$ cat src/rtl/lpcs_pkg.sv
`default_nettype none
package lpcs_pkg;

    localparam int FRAME_BYTES   = 15;
    localparam int FILTER_STAGES = 6;
    localparam int CNT_W         = 4;
    localparam logic [14:0] NOISE_SEED   = 15'h7fff;
    localparam logic [12:0] IDLE_DEFAULT = 13'd4480;
    localparam logic [13:0] IDLE_MAX     = 14'd16383;
    localparam logic [0:0]  MODE_PUSH    = 1'b0;
    localparam logic [0:0]  MODE_TICK    = 1'b1;

    typedef struct packed {
        logic signed [9:0] fwd;
        logic signed [9:0] bck;
    } lpcs_coef_t;

    typedef struct packed {
        logic              start;
        logic              load;
    } lpcs_ctrl_t;

    function automatic logic [8:0] lpcs_mag(input logic [6:0] idx);
        logic [8:0] m;
        begin
            if (idx < 7'd38)
                m = 9'(idx * 8 + ((idx == 7'd0) ? 0 : 1));
            else if (idx < 7'd70)
                m = 9'(301 + (idx - 7'd38) * 4);
            else if (idx < 7'd98)
                m = 9'(427 + (idx - 7'd70) * 2);
            else
                m = 9'(482 + (idx - 7'd98));
            lpcs_mag = m;
        end
    endfunction

    function automatic logic signed [9:0] lpcs_coef(input logic [7:0] b);
        logic [9:0] m;
        begin
            m = {1'b0, lpcs_mag(b[6:0])};
            lpcs_coef = b[7] ? $signed(m) : -$signed(m);
        end
    endfunction

endpackage
`default_nettype wire

$ cat src/rtl/lpcs_ctrl.sv
`default_nettype none
module lpcs_ctrl
    import lpcs_pkg::*;
(
    input  wire logic               clk,
    input  wire logic               rst_n,
    input  wire logic               tick,
    input  wire logic               push,
    input  wire logic [7:0]         data_byte,
    input  wire logic               mute,
    output lpcs_ctrl_t              ctrl,
    output lpcs_coef_t              coefs [FILTER_STAGES],
    output logic signed [15:0]      excite,
    output logic                    full,
    output logic                    full_next
);

    logic [7:0]       buf_reg [FRAME_BYTES];
    logic [CNT_W-1:0] cnt_reg, cnt_next;
    lpcs_coef_t       coef_reg [FILTER_STAGES];
    logic [11:0]      amp_reg;
    logic [14:0]      lfsr_reg, lfsr_next;
    logic [7:0]       pp_reg, pc_reg, rc_reg;
    logic [5:0]       rt_reg;
    logic             voiced_reg;
    logic             done, load;
    logic [7:0]       pc_cur, rc_cur;
    logic [5:0]       rt_cur;
    logic             voiced_cur;
    logic [11:0]      amp_cur;
    logic [7:0]       pp_cur;

    localparam int BACK_POS [FILTER_STAGES] = '{0, 3, 6, 9, 11, 13};

    assign full = (cnt_reg == CNT_W'(FRAME_BYTES));
    assign full_next = (cnt_next == CNT_W'(FRAME_BYTES));
    assign done = (rc_reg >= {2'b00, rt_reg});
    assign load = tick && !mute && done && full;
    assign ctrl.load  = load;
    assign ctrl.start = tick && !mute;

    always_comb
    begin
        pc_cur     = pc_reg;
        rc_cur     = rc_reg;
        rt_cur     = rt_reg;
        voiced_cur = voiced_reg;
        amp_cur    = amp_reg;
        pp_cur     = pp_reg;
        if (done)
        begin
            pc_cur = '0;
            rc_cur = '0;
            rt_cur = 6'd1;
            if (full)
            begin
                rt_cur     = buf_reg[8][5:0];
                voiced_cur = buf_reg[8][6];
                amp_cur    = 12'({7'd0, buf_reg[2][4:0]} << buf_reg[2][7:5]);
                pp_cur     = buf_reg[5];
            end
        end
        lfsr_next = {lfsr_reg[0] ^ lfsr_reg[1], lfsr_reg[14:1]};
        if (voiced_cur)
            excite = (pc_cur == 8'd0) ? $signed({4'd0, amp_cur}) : 16'sd0;
        else
            excite = lfsr_next[0] ? $signed({4'd0, amp_cur})
                                  : -$signed({4'd0, amp_cur});
        cnt_next = cnt_reg;
        if (push && !full)
            cnt_next = cnt_reg + 1'b1;
        else if (load)
            cnt_next = '0;
    end

    always_ff @(posedge clk or negedge rst_n)
    begin
        if (!rst_n)
        begin
            cnt_reg    <= '0;
            amp_reg    <= '0;
            lfsr_reg   <= NOISE_SEED;
            pp_reg     <= '0;
            pc_reg     <= '0;
            rc_reg     <= '0;
            rt_reg     <= '0;
            voiced_reg <= 1'b0;
            for (int i = 0; i < FRAME_BYTES; i++)
                buf_reg[i] <= '0;
            for (int s = 0; s < FILTER_STAGES; s++)
                coef_reg[s] <= '0;
        end
        else
        begin
            cnt_reg <= cnt_next;
            if (push && !full)
                buf_reg[cnt_reg] <= data_byte;
            if (tick && !mute)
            begin
                lfsr_reg   <= lfsr_next;
                amp_reg    <= amp_cur;
                pp_reg     <= pp_cur;
                rt_reg     <= rt_cur;
                voiced_reg <= voiced_cur;
                if (pc_cur == pp_cur)
                begin
                    pc_reg <= '0;
                    rc_reg <= rc_cur + 1'b1;
                end
                else
                begin
                    pc_reg <= pc_cur + 1'b1;
                    rc_reg <= rc_cur;
                end
            end
            if (load)
                for (int s = 0; s < FILTER_STAGES; s++)
                begin
                    coef_reg[s].bck <= lpcs_coef(buf_reg[BACK_POS[s]]);
                    coef_reg[s].fwd <= lpcs_coef(buf_reg[BACK_POS[s] + 1]);
                end
        end
    end

    assign coefs = coef_reg;

endmodule
`default_nettype wire

$ cat config.mk
export PLATFORM = sky130hd
export DESIGN_NAME = lpcs_ctrl
export DESIGN_NICKNAME = d
export VERILOG_FILES = /design/src/rtl/lpcs_pkg.sv /design/src/rtl/lpcs_ctrl.sv
export SDC_FILE = /design/constraint.sdc
export NUM_CORES = 1
export LEC_CHECK = 0
export BUFFER_PORTS_ARGS = -buffer_cell sky130_fd_sc_hd__buf_2
export CORE_UTILIZATION = 30
export CTS_CLUSTER_SIZE = 40
export DETAILED_ROUTE_END_ITERATION = 16
export PLACE_DENSITY = 0.42
export SETUP_SLACK_MARGIN = 0.02
export SYNTH_ARGS = -nofsm -noshare
export SYNTH_HDL_FRONTEND = slang
export SYNTH_SLANG_ARGS = --single-unit
$ cat constraint.sdc
create_clock -name clk -period 4.5 [get_ports clk]
set_input_delay 0.225 -clock clk [delete_from_list [all_inputs] [get_ports clk]]
set_output_delay 0.225 -clock clk [all_outputs]
set_load 0.02 [all_outputs]
======== Word-level counts from Yosys, hierarchy flattened ========
Index checks and enable logic that the tools add are counted.
storage, ports and cells
  bits in registers ....................... 302
  bits in latches ......................... 0
  memory bits (writable) .................. 0
  ROM bits ................................ 0
  input port bits ......................... 13
  memories ................................ 0
cells by class
  add/sub/neg operators ................... 100
  multipliers ............................. 0
  div/mod/pow operators ................... 0
  $lt $le $gt $ge ......................... 39
  equal/unequal tests ..................... 3
  shift-type cells ........................ 1
  mux-type cells .......................... 91
  bitwise operators ....................... 2
  reduce and logical (&&, ||, !) cells .... 21
operator list
  cell                                                         count
  two-way mux 9 bit                                            48
  subtractor 7 x 7 -> 8 bit (second input constant)            24
  less-than comparator 7 bit (second input constant)           24
  bitwise mux 120 bit                                          1
  two-way mux 10 bit                                           12
  negator 9 -> 10 bit                                          12
  adder 6 x 8 -> 9 bit (first input constant)                  12
  adder 8 x 9 -> 9 bit (first input constant)                  12
  adder 9 x 1 -> 9 bit                                         12
  adder 9 bit (first input constant)                           12
  logical NOT 7 bit                                            12
  less-than comparator 7 x 6 -> 1 bit (second input constant)  12
  subtractor 7 x 6 -> 7 bit (second input constant)            12
  two-way mux 8 bit                                            7
  two-way mux 12 bit                                           3
  demux 8 bit (select 4 bit)                                   1
  two-way mux 16 bit                                           2
  adder 8 x 1 -> 8 bit (second input constant)                 2
  negator 12 -> 16 bit                                         1
  two-way mux 1 bit                                            14
  left shift 5 x 3 -> 12 bit                                   1
  == test 4 bit (second input constant)                        2
  == test 8 bit                                                1
  >= comparator 8 x 6 -> 1 bit                                 1
  11 further kinds                                             17

======== Longest topological paths before layout ========
Gate-level depths: netlist of run 1.
  word-level depth ........................ 8
  mapped depth ............................ 15

======== Worst setup path before layout of run 1 ========
Ideal clock, no wire load.
  path type ............................... register -> output
  start point ............................. reg rc_reg[5]
  end point ............................... out excite[8]
  arrival ................................. 3104 ps
  required time ........................... 4275 ps
  path slack .............................. 1171 ps
  cell stages (with the launch flop) ...... 12
  path buffers ............................ 2
  path through ............................ dfrtp_1 ha_1 a2111o_1 a31oi_1 o21a_1 clkbuf_1 nand2_1 ha_1 o32ai_1 clkbuf_1 nor2_1 mux2_1
between the ends
  longest elaborated chain between the ends .. 5
  elaborated cells between the ends (all ways) .. 9
ends and longest elaborated chain
  element                                                    RTL line                          RTL
  start: declaration                                         lpcs_ctrl.sv:23                   logic [7:0] pp_reg, pc_reg, rc_reg;
  start signal: assignment                                   lpcs_ctrl.sv:108                  rc_reg <= rc_cur + 1'b1;
  start signal: assignment                                   lpcs_ctrl.sv:113                  rc_reg <= rc_cur;
  >= comparator 8 x 6 -> 1 bit *                             lpcs_ctrl.sv:37                   assign done = (rc_reg >= {2'b00, rt_reg});
  two-way mux 12 bit or two-way mux 8 bit (tied branches)    lpcs_ctrl.sv:50                   if (done)
  negator 12 -> 16 bit or logical NOT 8 bit (tied branches)  lpcs_ctrl.sv:68, lpcs_ctrl.sv:65
  two-way mux 16 bit or two-way mux 12 bit (tied branches)   lpcs_ctrl.sv:67, lpcs_ctrl.sv:65
  two-way mux 16 bit *                                       lpcs_ctrl.sv:64                   if (voiced_cur)
  end: declaration                                           lpcs_ctrl.sv:13                   output logic signed [15:0] excite,
Mark *: on every way between the ends. The rest lies on a longest branch, timed or not.

======== Final worst setup path of run 1 ========
  start point ............................. reg rc_reg[5]
  end point ............................... out excite[10]
Same word-level chain as after synthesis.

==> results of run 1 <==
per-layer routing:
layer	GRT usage	share of wire	wire [um]	up-vias
met4	0.03923	0.019	1282	0
met3	0.02415	0.037	2553	80
li1	-	-	-	9934
met5	0	0	0	-
met1	0.2392	0.47	32740	9801
met2	0.2931	0.47	32720	389
Yosys cell counts, types with 21 or more instances:
cell type  count
nor4_1        26
xnor2_1      123
inv_1        105
mux2_2       119
clkbuf_1     148
nor2b_1       29
o22ai_1       26
xor2_1       108
mux2i_1       37
nand2b_1      24
dfrtp_1      286
ha_1         122
a31oi_1       43
nand2_1      374
a211oi_1      40
nor2_1       196
nor3_1        53
nand3_1       60
o21ai_0      227
o31ai_1       21
buf_2         32
o211ai_1      21
a21oi_1      155
and3_1        27
metrics by stage:
| step | power, mW | worst slack (ps) | hold WS [ps] | std cells |
|---|---|---|---|---|
| 6_report | 24.41 | 318.1 | 208.1 | 3870 |
| 5_1_grt | 26.67 | 45.60 | 219.5 | 3869 |
| 4_1_cts | 24.59 | 257.6 | 184.8 | 3869 |
| 3_5_place_dp | 20.78 | 885.9 | 274.1 | 3791 |
| 3_3_place_gp | 20.71 | 851.7 | 266.2 | 3791 |
| 2_1_floorplan | 17.13 | 1171 | -70.59 | 2785 |
power groups by stage:
stage	sequential [mW]	combinational (mW)	clock, mW
after CTS	5.48	15.3	3.77
after global routing	5.74	17.1	3.86
after detailed placement	5.52	15.3	0
final	5.49	15.3	3.63
after floorplan	4.49	12.6	0
after global placement	5.53	15.2	0
cell families after synthesis:
group	Yosys count	synth area share
AO/OA/AOI/OAI	744	0.2054
XOR/XNOR	232	0.08773
adder cells (fa/ha/maj)	122	0.06567
buffers and inverters	302	0.05199
flip-flops	301	0.3248
multiplexers	160	0.07568
AND/OR/NAND/NOR	924	0.1887
how the worst min path moves through the flow:
stage | end | cells after the start | start
detailed placement | coefs[106] | 1 | rst_n
finish | buf_reg[115] | 3 | data_byte[3]
global route | buf_reg[113] | 3 | data_byte[1]
CTS | buf_reg[115] | 3 | data_byte[3]
floorplan | amp_reg[0] | 0 | rst_n
global placement | coefs[109] | 1 | rst_n
area by class of cell:
type,count,area [sq um],share of cell area
Antenna cell,1,2.502,0.00009549
Clock buffer,56,1185,0.04521
Clock inverter,21,312.8,0.01194
Inverter,105,394.1,0.01504
Multi-Input combinational cell,2182,14500,0.5532
Sequential cell,301,7551,0.2881
Tap cell,1030,1289,0.04918
Timing Repair Buffer,174,975.9,0.03724
worst max-delay path, stage by stage, from the launching register on:
cell and delay [ps]:
dfrtp_1 400, ha_1 340, a2111o_1 410, a31oi_1 220
o21ai_0 130, buf_4 200, nand2_1 230, nor2_1 80
a21oi_1 210, ha_1 260, and4_1 300, a31oi_1 110
mux2_1 330, buf_2 160
repair_timing:
| item | CTS | global route |
|---|---|---|
| gates resized for setup | 0 | 1 |
| setup endpoints to repair | 0 | 1 |
| hold buffers | 1 | 0 |
| endpoints found under the hold margin | 73 | 0 |
==> impl_results.md, run 1 <==
* Relative slew slack at 0.4583
* Max FFs per register at 120
* DR iter-0 viols at 1,204
* CTS buffer count at 42
* Leak at 11.41 nW
* Synth Register Bits at 301
* CTS max path bufs at 3
* CP Launch Type: flip-flop
* Total number of vias at 20,200
* Worst Max-Slew Pin Slew at 792.0 ps
* Dominant synthesized flop cell: dfrtp_1
* Total Die Area at 78,600 sq um
* Number of synthesized flops with an enable pin at 0
* Wire per inst at 17.91 um
* Core Region at 76,330 sq um
* Avg Inst Size Synth at 8.347 sq um
* Finished Core Util at 0.3433
* Status: finished clean
* FF-to-FF Start: buf_reg[9]
* Nets at 2,941
* RSZ-0062 raised after global routing: no
* Mapped Nets at 2,920
* Crit path to: excite[10]
* Max VDD drop at 0.0003672 V
* Syn-to-layout area delta at 12.73%
* Final Cycle Share at 0.9293
* Netlist cell types at 102
* Drt drc at 0
* Syn Inst Count at 2,785
* Final Skew at 21.61 ps
* Number of global-route vias before repair at 19,630
* Max-capacitance violation count at 0
* Sw frac at 0.5010
* Min-Delay Path Class: in2reg
* Commonest non-fill, non-tap cells in the layout: nand2_1, dfrtp_1, o21ai_0
* Initial Util at 0.3046
* Cell Rows at 101
* Fmax achieved at 0.2391 GHz
* H-tree Lvls at 2
* Cell type with the largest total area after synthesis: dfrtp_1
* Register-to-Register Path Depth at 9
* Dpl cell area at 24,690 sq um
* Largest net degree at the start of global routing at 134
* Placer congestion estimate at 0.8715
* Most common cell after layout, fill and taps aside: nand2_1
* Setup Fix Bufs, Post-CTS at 0
* FF-to-FF setup slack at 870 ps
* Switching pwr at 12.23 mW
* Port Buffers at 152
* Clk sinks at 301
* Fillers at 7,915
* First-pass GRT wire length at 111.6 mm
* Global-route usage over all layers at 0.1757
* Comb power frac at 0.626
* Synth warn at 0
* CP Class: reg2out
* Share of the synthesized area in the top cell type at 0.3079
* Routed vias/inst at 5.221
* Worst-path clk slew at 60 ps
* Ys async rst share at 1.000
* Cell area after layout at 26,210 sq um
* Final Critical Period at 4182 ps
* WP data required at 4280 ps
* Clk Latency, worst-skew pair at 580 ps
* Post-DRT Antenna Nets at 0
* Final setup fails at 0
* Final count of pins violating max slew at 0
* Setup TNS at 0 ps
* Pwr/cell area at 931.6 nW/um^2
* Remaining Overflow, GRT at 0
* Critical-path maximum fanout at 11
* Sequential area share after synthesis at 0.3248
* CTS tree: done
* CP endpoint kind: primary output
* I/O pin count at 153
* Layout cell share with drive strength beyond 1 at 0.1483
* Die Y at 280.4 um
* Hold Fails Final Rpt at 0
* P_int at 12.18 mW
* Reg power frac at 0.225
* Root Driver: clkbuf_16
* Worst EP arrival at 3960 ps
* Hpwl dp at 48.29 mm
* Synth area leaders: dfrtp_1, ha_1, nand2_1
* Pre-antenna DRT Iters at 5
* CP Launch Point: rc_reg[5]
* Post-Route WL at 69.30 mm
* Initial antenna violation count at 2
* Clock network fraction of total power at 0.149
* Mapped Area at 23,250 sq um
* Die X at 280.4 um
* Reg-to-Reg End: coefs[7]
No activity file was read; power rests on OpenSTA's default activity.
==> inputs of run 2 (changes only) <==
Settings changed: CORE_ASPECT_RATIO set to 0.75.
==> impl_results.md, run 2 (synthesis gave the netlist of run 1 again) <==
* Most common cell after layout, fill and taps aside: nand2_1
* Clk sinks at 301
* Max-capacitance violation count at 0
* Initial Util at 0.3064
* H-tree Lvls at 2
* Wire per inst at 17.82 um
* Fmax achieved at 0.2440 GHz
* Worst path bufs/invs at 2
* Placer congestion estimate at 0.8883
* DR iter-0 viols at 1,391
* Routed vias/inst at 5.284
* Reg-to-Reg End: coefs[117]
* Hold Fails Final Rpt at 0
* Worst Max-Slew Pin Slew at 806.9 ps
* FF-to-FF setup slack at 950 ps
* Root Driver: clkbuf_16
* WP data required at 4280 ps
* Fillers at 7,889
* Global-route usage over all layers at 0.1744
* Remaining Overflow, GRT at 0
* Core Region at 75,870 sq um
* Total Die Area at 78,610 sq um
* CTS buffer count at 40
* First-pass GRT wire length at 111.3 mm
* Post-Route WL at 68.81 mm
* Drt drc at 0
* Worst-path clk slew at 60 ps
* CP Launch Type: flip-flop
* Setup TNS at 0 ps
* Relative slew slack at 0.4481
* Cells along the critical path: ha_1, a2111o_1, a31oi_1, o21ai_0, buf_4, nand2_1, nor4_1, a21oi_1, ha_1, and4_1, a31oi_1, mux2_1, buf_2
* Clk Latency, worst-skew pair at 590 ps
* Register-to-Register Path Depth at 11
* Port Buffers at 152
* FF-to-FF Start: buf_reg[106]
* Critical-path maximum fanout at 11
* Syn-to-layout area delta at 12.26%
* Pre-antenna DRT Iters at 7
* CTS max path bufs at 3
* Final count of pins violating max slew at 0
* Post-DRT Antenna Nets at 0
* Layout cell share with drive strength beyond 1 at 0.1480
* Die Y at 243.1 um
* Hpwl dp at 47.45 mm
* CP Class: reg2out
* CP endpoint kind: primary output
* Crit path max-delay cell type: a2111o_1
* Initial antenna violation count at 4
* Final setup fails at 0
* Largest net degree at the start of global routing at 133
* Setup Fix Bufs, Post-CTS at 0
* Final Cycle Share at 0.9108
* I/O pin count at 153
* Worst EP arrival at 3870 ps
* Final Critical Period at 4099 ps
* CP max stage delay at 410 ps
* Die X at 323.4 um
* Max FFs per register at 120
* RSZ-0062 raised after global routing: no
* Number of global-route vias before repair at 19,580
* Total number of vias at 20,400
* Nets at 2,941
* Min-Delay Path Class: in2async
* Cell Rows at 87
* Commonest non-fill, non-tap cells in the layout: nand2_1, dfrtp_1, o21ai_0
* Final Skew at 30.98 ps
* Top delay family on crit path: compound AO/OA/AOI/OAI gates
* CTS tree: done
* Status: finished clean
==> run 2: changes by cell type in the layout (fill, tap and decap cells not counted), sizes merged <==
cell and change:
inv +2, clkbuf -4, bufinv -2, buf +2
==> run 2: final cells by class <==
class,instances,area (sq um),share of cell area
multi-input cells,2182,14500,0.5556
well taps,1023,1280,0.04905
flip-flops and latches,301,7551,0.2894
repair buffers,176,991.0,0.03797
clock inverters,21,281.5,0.01079
inverters,105,394.1,0.01510
clock buffers,52,1096,0.04200
diodes,1,2.502,0.00009589
==> run 2: per-layer routing <==
layer / share of wire / vias to the layer above / global-route usage
met5: 0.00016 / - / 0
met4: 0.016 / 2 / 0.03778
met3: 0.048 / 78 / 0.02762
met2: 0.43 / 458 / 0.2612
met1: 0.50 / 9904 / 0.2598
li1: - / 9960 / -
==> run 2: worst max-delay path by stage <==
stage / from / end / cells past startpoint
2_1_floorplan: rc_reg[5] / excite[8] / 11
3_3_place_gp: rc_reg[5] / excite[10] / 11
3_5_place_dp: rc_reg[5] / excite[9] / 10
4_1_cts: rc_reg[5] / excite[9] / 10
5_1_grt: rc_reg[5] / excite[10] / 13
6_report: rc_reg[5] / excite[10] / 13
==> run 2: metrics by stage <==
stage / setup slack, ps / hold slack [ps] / instances / cell area [sq um] / utilization
2_1_floorplan: 1171 / -70.59 / 2785 / 23250 / -
3_3_place_gp: 1018 / 175.0 / 3786 / 24700 / 0.3256
3_5_place_dp: 911.4 / 184.5 / 3786 / 24700 / 0.3256
4_1_cts: 261.5 / 111.2 / 3860 / 26090 / 0.3438
5_1_grt: 86.10 / 154.7 / 3860 / 26090 / 0.3439
6_report: 401.2 / 132.5 / 3861 / 26100 / 0.3440
==> run 2: repair_timing <==
action	4_1_cts	5_1_grt
gates resized for setup	0	2
hold buffers	1	0
endpoints found under the hold margin	53	0
setup endpoints to repair	0	2
Power of run 2 is left out: the tool's default activity adds up to more than one toggle a clock period on the data nets, which glitch-free logic cannot reach.
