==> config.mk <==
export PLATFORM = sky130hd
export DESIGN_NAME = lpcs_cell
export DESIGN_NICKNAME = d
export VERILOG_FILES = /design/src/rtl/lpcs_pkg.sv /design/src/rtl/lpcs_cell.sv
export SDC_FILE = /design/constraint.sdc
export NUM_CORES = 1
export LEC_CHECK = 0
export BUFFER_PORTS_ARGS = -buffer_cell sky130_fd_sc_hd__buf_2
export CORE_ASPECT_RATIO = 0.75
export CORE_MARGIN = 3
export CORE_UTILIZATION = 40
export CTS_BUF_LIST = sky130_fd_sc_hd__clkbuf_4 sky130_fd_sc_hd__clkbuf_8
export CTS_CLUSTER_SIZE = 16
export DETAILED_ROUTE_END_ITERATION = 8
export GPL_TIMING_DRIVEN = 0
export SYNTH_ARGS = -nofsm -noshare
export SYNTH_HDL_FRONTEND = slang
export SYNTH_SLANG_ARGS = --single-unit
==> constraint.sdc <==
create_clock -name clk -period 6.2 [get_ports clk]
set_input_delay 1.24 -clock clk [delete_from_list [all_inputs] [get_ports clk]]
set_output_delay 1.24 -clock clk [all_outputs]
set_load 0.01 [all_outputs]
==> src/rtl/lpcs_pkg.sv <==
`default_nettype none
package lpcs_pkg;

    localparam int FRAME_BYTES   = 15;
    localparam int FILTER_STAGES = 6;
    localparam int CNT_W         = 4;
    localparam logic [14:0] NOISE_SEED   = 15'h7fff;
    localparam logic [12:0] IDLE_DEFAULT = 13'd4480;
    localparam logic [13:0] IDLE_MAX     = 14'd16383;
    localparam logic [0:0]  MODE_PUSH    = 1'b0;
    localparam logic [0:0]  MODE_TICK    = 1'b1;

    typedef struct packed {
        logic signed [9:0] fwd;
        logic signed [9:0] bck;
    } lpcs_coef_t;

    typedef struct packed {
        logic              start;
        logic              load;
    } lpcs_ctrl_t;

    function automatic logic [8:0] lpcs_mag(input logic [6:0] idx);
        logic [8:0] m;
        begin
            if (idx < 7'd38)
                m = 9'(idx * 8 + ((idx == 7'd0) ? 0 : 1));
            else if (idx < 7'd70)
                m = 9'(301 + (idx - 7'd38) * 4);
            else if (idx < 7'd98)
                m = 9'(427 + (idx - 7'd70) * 2);
            else
                m = 9'(482 + (idx - 7'd98));
            lpcs_mag = m;
        end
    endfunction

    function automatic logic signed [9:0] lpcs_coef(input logic [7:0] b);
        logic [9:0] m;
        begin
            m = {1'b0, lpcs_mag(b[6:0])};
            lpcs_coef = b[7] ? $signed(m) : -$signed(m);
        end
    endfunction

endpackage
`default_nettype wire

==> src/rtl/lpcs_cell.sv <==
`default_nettype none
module lpcs_cell
    import lpcs_pkg::*;
(
    input  wire logic               clk,
    input  wire logic               rst_n,
    input  wire lpcs_ctrl_t         ctrl,
    input  wire lpcs_coef_t         coef,
    input  wire logic               in_valid,
    input  wire logic signed [15:0] in_z,
    output logic                    out_valid,
    output logic signed [15:0]      out_z
);

    logic signed [15:0] d1_reg, d2_reg;
    logic signed [15:0] d1_next, d2_next;
    logic signed [25:0] pf_reg, pb_reg;
    logic signed [15:0] z_reg;
    logic               v_reg;
    logic signed [15:0] sum;

    assign sum = 16'(in_z + 16'(pf_reg >>> 8) + 16'(pb_reg >>> 9));

    always_comb
    begin
        d1_next = d1_reg;
        d2_next = d2_reg;
        if (ctrl.load)
        begin
            d1_next = '0;
            d2_next = '0;
        end
        else if (in_valid)
        begin
            d1_next = sum;
            d2_next = d1_reg;
        end
    end

    always_ff @(posedge clk or negedge rst_n)
    begin
        if (!rst_n)
        begin
            d1_reg <= '0;
            d2_reg <= '0;
            v_reg  <= 1'b0;
        end
        else
        begin
            d1_reg <= d1_next;
            d2_reg <= d2_next;
            v_reg  <= in_valid;
        end
    end

    always_ff @(posedge clk)
    begin
        if (ctrl.start)
        begin
            pf_reg <= d1_reg * coef.fwd;
            pb_reg <= d2_reg * coef.bck;
        end
        if (in_valid)
            z_reg <= sum;
    end

    assign out_valid = v_reg;
    assign out_z     = z_reg;

endmodule
`default_nettype wire

Word level (Yosys, flattened, before mapping)
Index checks and enable logic that the tools add are counted.
{ "totals": {"regBits": 98, "input_bits": 41, "output_inout_bits": 17, "word_cells": 15} }
{ "op_classes": {"n_addsub": 2, "n_mul": 2, "n_mux": 4, "reduce_logical": 1} }
{ "ops": {"columns": ["cell", "n"], "rows": [
  ["2-to-1 mux 16 bit", 4],
  ["adder 16 bit", 2],
  ["multiplier 16 x 10 -> 25 bit", 1],
  ["multiplier 16 x 10 -> 24 bit", 1],
  ["nonzero test 2 bit", 1]
]} }

Depth between registers and ports, before layout
Gate-level depths: netlist of the first run.
{ "logic_depth": {"word_depth": 4, "depth_mapped": 22} }

Worst setup path before layout of the first run
OpenSTA, ideal clock, no wires.
{ "synth_path": {"kind": "input -> register", "start": "input coef[13] in the netlist's numbering", "end": "register pf_reg[23], data pin", "setup_ps": 260, "arrival_ps": 6339, "slack_ps": -399, "stages": 22, "n_path_buf": 2, "cell_sequence": "clkbuf_1 clkbuf_1 nand2_1 fa_1 inv_1 fa_1 inv_1 fa_1 inv_1 fa_1 inv_1 fa_1 inv_1 ha_1 nand2_1 o21ai_0 a211o_4 o211a_1 o211a_1 a311o_2 a21oi_2 xnor2_1"} }
{ "synth_via": {"elab_chain_len": 1} }
{ "synth_rtl": {"columns": ["item", "line_no", "text"], "rows": [
  ["from (decl)", "lpcs_cell.sv:8", "input wire lpcs_coef_t coef,"],
  ["multiplier 16 x 10 -> 24 bit", "lpcs_cell.sv:60", "pf_reg <= d1_reg * coef.fwd;"],
  ["to (signal assigned)", "lpcs_cell.sv:60", null],
  ["to (decl)", "lpcs_cell.sv:17", "logic signed [25:0] pf_reg, pb_reg;"]
]} }
Every way passes these cells.
A chain may end at the register's enable or synchronous reset.

Worst setup path in the final report of the first run
{ "layout_path": {"start": "input coef[14] in the netlist's numbering", "end": "register pf_reg[23], data pin"} }
Same word-level chain as after synthesis.

==> out/results.ini, run 1 <==
[outcome]
run_status=completed

[global_routing]
antenna_found_initial=0
grt_overflow=0
track_usage_pct=18.3
grt_pass1_vias=10500
grt_pass1_wl_um=55200
grt_max_degree=34

[layout]
drive_above_1_share_pct=8.69
synthToLayoutAreaGrowth_pct=10.5
nets=1992
utilization_pct=45.2
final_cell_count_no_fill=2010
diodes=0
filler_cell_count=3427

[place]
io_buffers=56
place_inst=1987
place.gp.congestion=0.857
dpl.hpwl_um=28800

[power_and_ir_drop]
seq_power_share_pct=14.2
p_int_w=0.00480
switchingPower_w=0.00460
p_per_area_mw_per_mm2=594
ir_drop_mv=0.626
power_leakage_nw=7.86
p_clk_share_pct=4.3
p_sw_share_pct=48.9
comb_power_share_pct=81.5

[timing]
fin_crit_sh_pct=97.9
setup-tns-final_ns=0
drv_slew=0
setup_violations=0
worstMarginPinSlew_ns=0.926
max_freq_mhz=165
hold_ws_ns=0.598
rsz0062_at_grt=yes
fin_skew_ns=0.0109
slew_headroom_pct=38.3
finalHoldViolations=0
fin_crit_ns=6.07

[clock_tree]
cts.clk_slew.worst_paths_ns=0.09
cts_buffers=9
clock-sinks=81
cts_tree=yes
insertion_delay_ns=0.38
cts-hold-fix-buffers=0
cts_root_buffer=clkbuf_8
ctsHtreeMaxLevel=3
cts_buffer_depth=2

[logic_synthesis]
async_reset_ff_share_pct=40.7
synth_top_family_by_area=adder cells
synthCells=1474
syn-num-nets=1918
synth_top_area_share_pct=39.0
synthSimpleGateAreaFrac_pct=13.9
synth_warnings=0
synth_xor_area_share_pct=3.91
synthesis.area_sq_mm=0.0143
synth_cell_types=45
syn_area_per_cell_sq_um=9.72
synth.area.top_cells=fa_1 39%, ha_1 11%, edfxtp_1 10%
synth_top_area_cell=fa_1
synth-seq-cells=81
synthMuxAreaShare_pct=2.10
synth-edff-count=48
yosys.area_share.adder_pct=49.8
synth_ff_type=edfxtp_1
seq_area_frac_synth_pct=15.8
synth-compound-area-share_pct=4.08

[die]
rows=59
die_area_sq_mm=0.0381
core_sq_mm=0.0350
die_h_um=170
initial_core_util_pct=40.9
die_w_um=225
num_io_pins=58

[setup_path]
crit_required_ns=6.34
path_buf_inv=5
critPathTopFamily=adder cells
path_class=in2reg
cp-start-kind=primary input
worstPathMaxFanout=8
slowest_stage=fa_1
max_stage_delay_ns=0.51
end_kind=flip-flop
worst_path_most_repeated_cell=fa_1
path_cells=buf_8 -> clkbuf_16 -> nand2_2 -> fa_1 -> fa_1 -> inv_1 -> fa_1 -> fa_1 -> inv_1 -> fa_1 -> inv_2 -> ha_4 -> a21o_1 -> a2111oi_4 -> nand2b_1 -> o211a_4 -> o211a_1 -> a311o_2 -> a21oi_2 -> xnor2_1
crit_arrival_ns=6.21

[detailed_routing]
viasPerCell=4.86
dr.pass1.iters=5
drt-total-wl_um=32900
drt_iter0_drc=485
vias=9775
wl_per_cell_um=16.4
antenna_left=0
drcViolationCount=0

[run]
maxCapViolations=0

[min_path]
worst_hold_path_type=reg2reg

==> per-stage QoR <==
step	area, sq um	power [W]	setup WS [ns]
after global routing	15800	0.0106	-0.00608
final	15800	0.00940	0.130
after CTS	15600	0.00932	0.0172
after floorplan	14400	0.00715	0.0153
after global placement	15200	0.00864	-0.735
after detailed placement	15200	0.00881	-0.794
==> cells by family (layout without fill, tap and decap cells) <==
family          count (synthesis)  in the layout
flops                          81             81
fa+ha+maj                     403            403
compound gates                 83             83
buf+inv                       394            473
simple gates                  419            419
xor+xnor                       64             64
mux                            30             30
==> final cells by class <==
class	instances	area [sq um]	share of cell area [%]
clock inverter	7	77.6	0.490
timing repair buffer	72	463	2.93
sequential	81	2270	14.3
tap	457	572	3.61
buffer	50	334	2.11
clock buffer	9	124	0.783
inverter	335	1260	7.95
multi-input combinational	999	10700	67.8
==> layer usage <==
metal	vias up	GRT usage [%]	part of all wire [%]
li1	4553	-	-
met1	5021	28.2	51
met2	178	28.6	45
met3	23	2.45	4.0
met4	0	2.15	0.80
met5	-	0	0
==> worst min-delay path, stage by stage, from the launching register on <==
cell and delay, ns:
dfrtp_1 0.39, mux2i_1 0.08, nor2_1 0.08
==> path summary, 6_finish.rpt <==
path | from | to | slack (ns) | depth (start not counted)
worst min-delay path | d1_reg[13] | d2_reg[13] | 0.60 | 2
min in group asynchronous | rst_n | d1_reg[14] | 0.94 | 1
worst max register to register | d1_reg[5] | pf_reg[23] | 0.25 | 17
worst min register to register | d1_reg[13] | d2_reg[13] | 0.60 | 2
worst max-delay path | coef[14] | pf_reg[23] | 0.13 | 20
max in group asynchronous | rst_n | d1_reg[1] | 4.71 | 1
==> repair_timing <==
| action | 4_1_cts | 5_1_grt |
|---|---|---|
| buffers inserted | 4 | 12 |
| cloned | 0 | 0 |
| pin swaps | 7 | 15 |
| resized for setup | 38 | 48 |
| setup endpoints to repair | 11 | 8 |
| endpoints found under the hold margin | 0 | 0 |
==> cell usage after synthesis, types with 2 or more instances <==
master and n:
inv_1 335, fa_1 279, nand2_1 188, ha_1 124, and2_1 107, nor2_1 58, clkbuf_1 56, xnor2_1 50
edfxtp_1 48, dfrtp_1 33, mux2i_1 30, nor2b_1 26, a21oi_1 21, xor2_1 14, o21ai_0 13, nand2b_1 12
o21a_1 10, a21o_1 7, and3_1 7, nor3_1 6, a211oi_1 5, nand3_1 4, o21ai_1 4, or3_1 4
a31oi_1 3, buf_1 3, nand4_1 3, o2111ai_1 3, o21bai_1 3, o211a_1 2, or2_2 2
==> cells in the final DEF (no fill, tap or decap), drive strengths merged, types with 2 or more instances in the layout <==
master | netlist | routed
xnor2 | 50 | 50
nand4 | 3 | 3
dfrtp | 33 | 33
clkbuf | 56 | 55
a31oi | 3 | 3
o21bai | 3 | 3
nand3 | 4 | 4
o21ai | 17 | 17
or3 | 4 | 4
clkinv | 0 | 2
inv | 335 | 338
nor2b | 26 | 26
or2 | 2 | 2
a21o | 8 | 8
a211oi | 5 | 5
edfxtp | 48 | 48
o21a | 10 | 10
o211a | 2 | 2
and2 | 107 | 107
and3 | 7 | 7
nand2 | 188 | 188
xor2 | 14 | 14
a211o | 2 | 2
mux2i | 30 | 30
fa | 279 | 279
a21oi | 22 | 22
nor2 | 58 | 58
nor3 | 6 | 6
o2111ai | 3 | 3
buf | 3 | 76
ha | 124 | 124
nand2b | 12 | 12
==> power groups by stage <==
stage / registers (W) / clock network [W] / logic [W]
global placement: 0.00133 / 0 / 0.00731
CTS: 0.00132 / 0.000418 / 0.00758
global route: 0.00136 / 0.000440 / 0.00879
detailed placement: 0.00133 / 0 / 0.00748
floorplan: 0.00131 / 0 / 0.00584
finish: 0.00133 / 0.000409 / 0.00766
No activity file was read; power rests on OpenSTA's default activity.
==> inputs of run 2 (changes only) <==
CORE_UTILIZATION = 45   (was 40)
==> out/results.ini, run 2 (synthesized netlist as in run 1, its figures left out) <==
[layout]
filler_cell_count=2874  ; -16%
drive_above_1_share_pct=9.29  ; +0.60 points
final_cell_mix=330 x inv_1, 275 x fa_1, 186 x nand2_1
layout_commonest_cell=inv_1
seqCellArea_sq_mm=0.00227  ; unchanged
diodes=0  ; unchanged
synthToLayoutAreaGrowth_pct=10.4  ; about the same
utilization_pct=51.4  ; +6.2 points
multi_input_area_sq_mm=0.0107  ; +0.14%
nets=1999  ; +0.35%

[power_and_ir_drop]
ir_drop_mv=0.668  ; +6.7%
design_power_total_w=0.00949  ; +0.96%
p_per_area_mw_per_mm2=600  ; +1.0%
power_leakage_nw=7.88  ; +0.23%

[clock_tree]
clock-sinks=81  ; unchanged
insertion_delay_ns=0.36  ; -0.02 ns
cts_buffer_depth=2  ; unchanged
cts.clk_slew.worst_paths_ns=0.08  ; about the same
cts_root_buffer=clkbuf_8
ctsHtreeMaxLevel=3  ; unchanged
cts_buffers=9  ; unchanged
cts_tree=yes

[setup_path]
end_kind=flip-flop
path_cells=buf_12 -> clkbuf_16 -> nand2_2 -> fa_1 -> inv_2 -> fa_2 -> fa_1 -> fa_1 -> inv_1 -> fa_1 -> inv_2 -> ha_4 -> a21o_1 -> a2111oi_4 -> nand2b_1 -> o211a_4 -> o211a_1 -> a311o_2 -> a21oi_2 -> xnor2_1
r2r_cells=21  ; +4
reg2reg_to=pf_reg[23]
path_class=in2reg
crit_required_ns=6.31  ; -0.03 ns
crit_end=pf_reg[23]
cp-start-kind=primary input
slowest_stage=fa_1
max_stage_delay_ns=0.57  ; +0.06 ns
timing.rr.start=d1_reg[7]
crit_arrival_ns=6.22  ; about the same
worst_path_most_repeated_cell=fa_1
crit_path_start=coef[14]
worstPathMaxFanout=7  ; -1
r2r_slack_ns=0.18  ; -0.07 ns

[timing]
drv_slew=0  ; unchanged
fin_crit_ns=6.11  ; +0.0353 ns
worstMarginPinSlew_ns=0.954  ; +0.0282 ns
finalHoldViolations=0  ; unchanged
slew_headroom_pct=36.4  ; -1.9 points
fin_skew_ns=0.00489  ; -0.00604 ns
setup_violations=0  ; unchanged
fin_crit_sh_pct=98.5  ; +0.57 points
max_freq_mhz=164  ; -0.58%
rsz0062_at_grt=yes

[global_routing]
track_usage_pct=20.7  ; +2.3 points
grt_overflow=0  ; unchanged
grt_pass1_wl_um=55200  ; about the same
use_met1_pct=32.9  ; +4.6 points
grt_util_met2_pct=31.2  ; +2.6 points
grt_pass1_vias=10400  ; -0.74%
antenna_found_initial=1  ; +1
met3_usage_pct=3.12  ; +0.68 points
busiest_layer=met1
grt_max_degree=34  ; unchanged

[die]
num_io_pins=58  ; unchanged
die_area_sq_mm=0.0340  ; -11%
die_h_um=161  ; -5.5%
die_w_um=212  ; -5.6%
rows=55  ; -6.8%
initial_core_util_pct=46.6  ; +5.6 points
core_sq_mm=0.0308  ; -12%

[place]
io_buffers=56  ; unchanged
place.gp.congestion=0.843  ; -1.6%
dpl.hpwl_um=28100  ; -2.2%

[detailed_routing]
vias=9706  ; -0.71%
drt_iter0_drc=520  ; +7.2%
wl_per_cell_um=16.8  ; +2.3%
antenna_left=0  ; unchanged
drt-total-wl_um=32800  ; -0.27%
dr.pass1.iters=5  ; unchanged
drcViolationCount=0  ; unchanged
viasPerCell=4.95  ; +1.9%

[outcome]
run_status=completed

[min_path]
worst_hold_path_type=reg2reg

[run]
maxCapViolations=0  ; unchanged

run 2: changes by cell type in the layout (fill, tap and decap cells not counted), sizes merged:
| cell | delta |
|---|---|
| buf | +6 |
| clkbuf | +3 |
| inv | -3 |
| clkinvlp | +1 |
run 2: repair_timing:
action	4_1_cts	5_1_grt
gates resized for setup	49	51
setup buffers	11	7
hold buffers	0	0
setup endpoints to repair	14	8
pin swaps	11	13
run 2: cell type report:
type | instances | share of cell area [%]
Buffer | 55 | 2.34
Inverter | 335 | 7.95
Tap cell | 399 | 3.16
Timing Repair Buffer | 74 | 3.02
Clock buffer | 11 | 0.918
Clock inverter | 5 | 0.348
Multi-Input combinational cell | 999 | 67.9
Sequential cell | 81 | 14.3
run 2: worst min path at each step:
stage                 endpoint  cells after the start  slack (ns)  startpoint
floorplan           d2_reg[12]                      2        0.50  d1_reg[12]
global placement    d2_reg[12]                      2        0.58  d1_reg[12]
global route        d2_reg[12]                      2        0.62  d1_reg[12]
finish              d2_reg[12]                      2        0.58  d1_reg[12]
detailed placement  d2_reg[12]                      2        0.57  d1_reg[12]
CTS                 d2_reg[12]                      2        0.60  d1_reg[12]
run 2: routing by layer:
metal	part of all wire, %	wire length (um)	vias to the layer above
met5	0	0	-
met4	0.51	166	0
met3	5.0	1660	14
met2	44	14600	208
met1	50	16400	4901
li1	-	-	4583
run 2: critical path, delay by kind of cell:
kind / cells / cell delay (ns)
fa+ha+maj: 6 / 2.76
compound gates: 6 / 1.55
buf+inv: 5 / 0.40
simple gates: 2 / 0.20
xor+xnor: 1 / 0.07
run 2: stage by stage:
step | cell area [sq um] | worst slack [ns] | hold slack, ns | cells | TNS, ns
2_1_floorplan | 14400 | 0.0153 | 0.502 | 1474 | 0
3_3_place_gp | 15200 | -0.787 | 0.581 | 1929 | -8.65
3_5_place_dp | 15200 | -0.785 | 0.575 | 1929 | -10.64
4_1_cts | 15600 | 0.0112 | 0.595 | 1953 | 0
5_1_grt | 15800 | -0.0958 | 0.619 | 1959 | -0.169
6_report | 15800 | 0.0950 | 0.578 | 1959 | 0
run 2: report_power, final:
part	internal, W	total (W)	switching [W]
Clock	0.000200	0.000396	0.000196
Sequential	0.00119	0.00132	0.000133
Combinational	0.00351	0.00778	0.00427
==> inputs of run 3 (changes only) <==
CORE_MARGIN = unset   (was 3)
CTS_CLUSTER_SIZE = unset   (was 16)
RECOVER_POWER = 50   (was unset)
==> out/results.ini, run 3 (synthesized netlist as in run 1, its figures left out) <==
[outcome]
run_status=finished with violations
violations=max-capacitance violations, max-slew violations

[power_and_ir_drop]
seq_power_share_pct=14.1  ; +0.2 points
ir_drop_mv=0.586  ; -12%
comb_power_share_pct=81.2  ; -0.7 points
switchingPower_w=0.00453  ; -1.4%
p_int_w=0.00482  ; -1.5%
design_power_total_w=0.00935  ; -1.5%
power_leakage_nw=7.85  ; -0.40%
p_per_area_mw_per_mm2=592  ; -1.4%
p_clk_share_pct=4.7  ; +0.5 points
p_sw_share_pct=48.5  ; about the same

[clock_tree]
clock-sinks=81  ; unchanged
cts_root_buffer=clkbuf_8
ctsHtreeMaxLevel=3  ; unchanged
insertion_delay_ns=0.36  ; about the same
cts-hold-fix-buffers=0  ; unchanged
cts.clk_slew.worst_paths_ns=0.09  ; about the same
cts_tree=yes
cts_buffers=9  ; unchanged
cts_buffer_depth=2  ; unchanged

[global_routing]
busiest_layer=met2
use_met1_pct=32.9  ; about the same
grt_max_degree=34  ; unchanged
grt_util_met2_pct=34.3  ; +3.1 points
met3_usage_pct=2.81  ; -0.31 points
track_usage_pct=21.7  ; +0.98 points
antenna_found_initial=1  ; unchanged
grt_pass1_wl_um=54600  ; -1.1%
grt_pass1_vias=10400  ; +0.029%
grt_overflow=0  ; unchanged

[timing]
slew_headroom_pct=-42.4  ; -79 points
fin_skew_ns=0.0117  ; +0.00684 ns
max_freq_mhz=164  ; +0.22%
worstMarginPinSlew_ns=2.14  ; +1.18 ns
drv_slew=67  ; +67
finalHoldViolations=0  ; unchanged
rsz0062_at_grt=yes
fin_crit_ns=6.09  ; -0.0137 ns
fin_crit_sh_pct=98.2  ; -0.22 points
hold_ws_ns=0.582  ; +0.00401 ns
setup_violations=0  ; unchanged

[detailed_routing]
dr.pass1.iters=5  ; unchanged
drcViolationCount=0  ; unchanged
vias=9847  ; +1.5%
viasPerCell=5.02  ; +1.2%
antenna_left=0  ; unchanged
drt-total-wl_um=32800  ; -0.20%
wl_per_cell_um=16.7  ; -0.40%
drt_iter0_drc=512  ; -1.5%

[run]
maxCapViolations=2  ; +2

[place]
io_buffers=56  ; unchanged
dpl.hpwl_um=27900  ; -0.76%
place.gp.congestion=0.850  ; +0.81%

[die]
initial_core_util_pct=45.7  ; -0.83 points
die_w_um=208  ; -1.9%
rows=56  ; +1.8%
die_area_sq_mm=0.0326  ; -4.3%
die_h_um=157  ; -2.5%
core_sq_mm=0.0313  ; +1.8%
num_io_pins=58  ; unchanged

[layout]
final_cell_mix=331 x inv_1, 277 x fa_1, 187 x nand2_1
drive_above_1_share_pct=8.29  ; -1.0 points
nets=1995  ; -0.20%
layout_commonest_cell=inv_1
synthToLayoutAreaGrowth_pct=10.3
seqCellArea_sq_mm=0.00227  ; unchanged
multi_input_area_sq_mm=0.0107  ; -0.26%
filler_cell_count=2946  ; +2.5%

[setup_path]
worstPathMaxFanout=8  ; +1
end_kind=flip-flop
crit_required_ns=6.32  ; about the same
path_class=in2reg
cp-start-kind=primary input
crit_arrival_ns=6.21  ; about the same

[min_path]
worst_hold_path_type=reg2reg

==> run 3: changes by cell type in the layout (fill, tap and decap cells not counted), sizes merged <==
| cell | previous run | this run |
|---|---|---|
| buf | 82 | 67 |
| clkbuf | 58 | 68 |
| bufinv | 1 | 2 |
| diode | 0 | 1 |
==> run 3: through the flow <==
stage / area, sq um / utilization, % / setup slack (ns) / setup TNS (ns) / cells
after global routing: 15800 / 50.4 / -0.0533 / -0.0995 / 1962
after floorplan: 14400 / - / 0.0153 / 0 / 1474
final: 15800 / 50.4 / 0.109 / 0 / 1963
after CTS: 15600 / 49.7 / 0.0161 / 0 / 1951
after global placement: 15200 / 48.4 / -0.738 / -8.25 / 1936
after detailed placement: 15200 / 48.4 / -0.796 / -9.76 / 1936
==> run 3: power groups by stage <==
stage	clock [W]	combinational (W)	sequential (W)
finish	0.000437	0.00760	0.00132
global placement	0	0.00728	0.00133
global route	0.000462	0.00876	0.00135
CTS	0.000443	0.00751	0.00132
detailed placement	0	0.00740	0.00133
floorplan	0	0.00584	0.00131
==> run 3: path summary, 6_finish.rpt <==
check	from	end	slack, ns	cells after the start
max reg2reg	d1_reg[6]	pf_reg[23]	0.20	19
min reg2reg	d1_reg[10]	d2_reg[10]	0.58	2
min in group asynchronous	rst_n	d2_reg[14]	1.48	1
max in group asynchronous	rst_n	d1_reg[4]	3.46	1
min	d1_reg[10]	d2_reg[10]	0.58	2
max	coef[15]	pf_reg[23]	0.11	20
==> run 3: worst max-delay path, stage by stage <==
cell,delay (ns)
buf_12,0.11
clkbuf_16,0.15
nand2_4,0.05
fa_1,0.54
inv_2,0.05
fa_1,0.55
fa_1,0.44
fa_1,0.51
inv_2,0.04
fa_1,0.49
inv_2,0.04
ha_4,0.22
a21o_1,0.22
a2111oi_4,0.32
nand2b_1,0.15
o211a_4,0.27
o211a_1,0.23
a311o_2,0.35
a21oi_2,0.15
xnor2_1,0.08
==> run 3: per-layer routing <==
layer  vias up  part of all wire (%)
li1       4557                     -
met1      5064                    50
met2       213                    45
met3        13                   4.4
met4         0                  0.58
met5         -                     0
==> run 3: repair_timing <==
item | CTS | global route
cloned | 0 | 1
setup endpoints to repair | 12 | 10
pin swaps | 7 | 13
resized for setup | 42 | 55
buffers inserted | 3 | 11
==> run 3: cell type report <==
type / instances / share of cell area [%]
antenna: 1 / 0.0158
buffer: 54 / 2.27
multi-input combinational: 999 / 67.8
sequential: 81 / 14.4
timing repair buffer: 71 / 2.92
clock buffer: 10 / 0.832
tap: 406 / 3.22
clock inverter: 6 / 0.586
inverter: 335 / 7.96
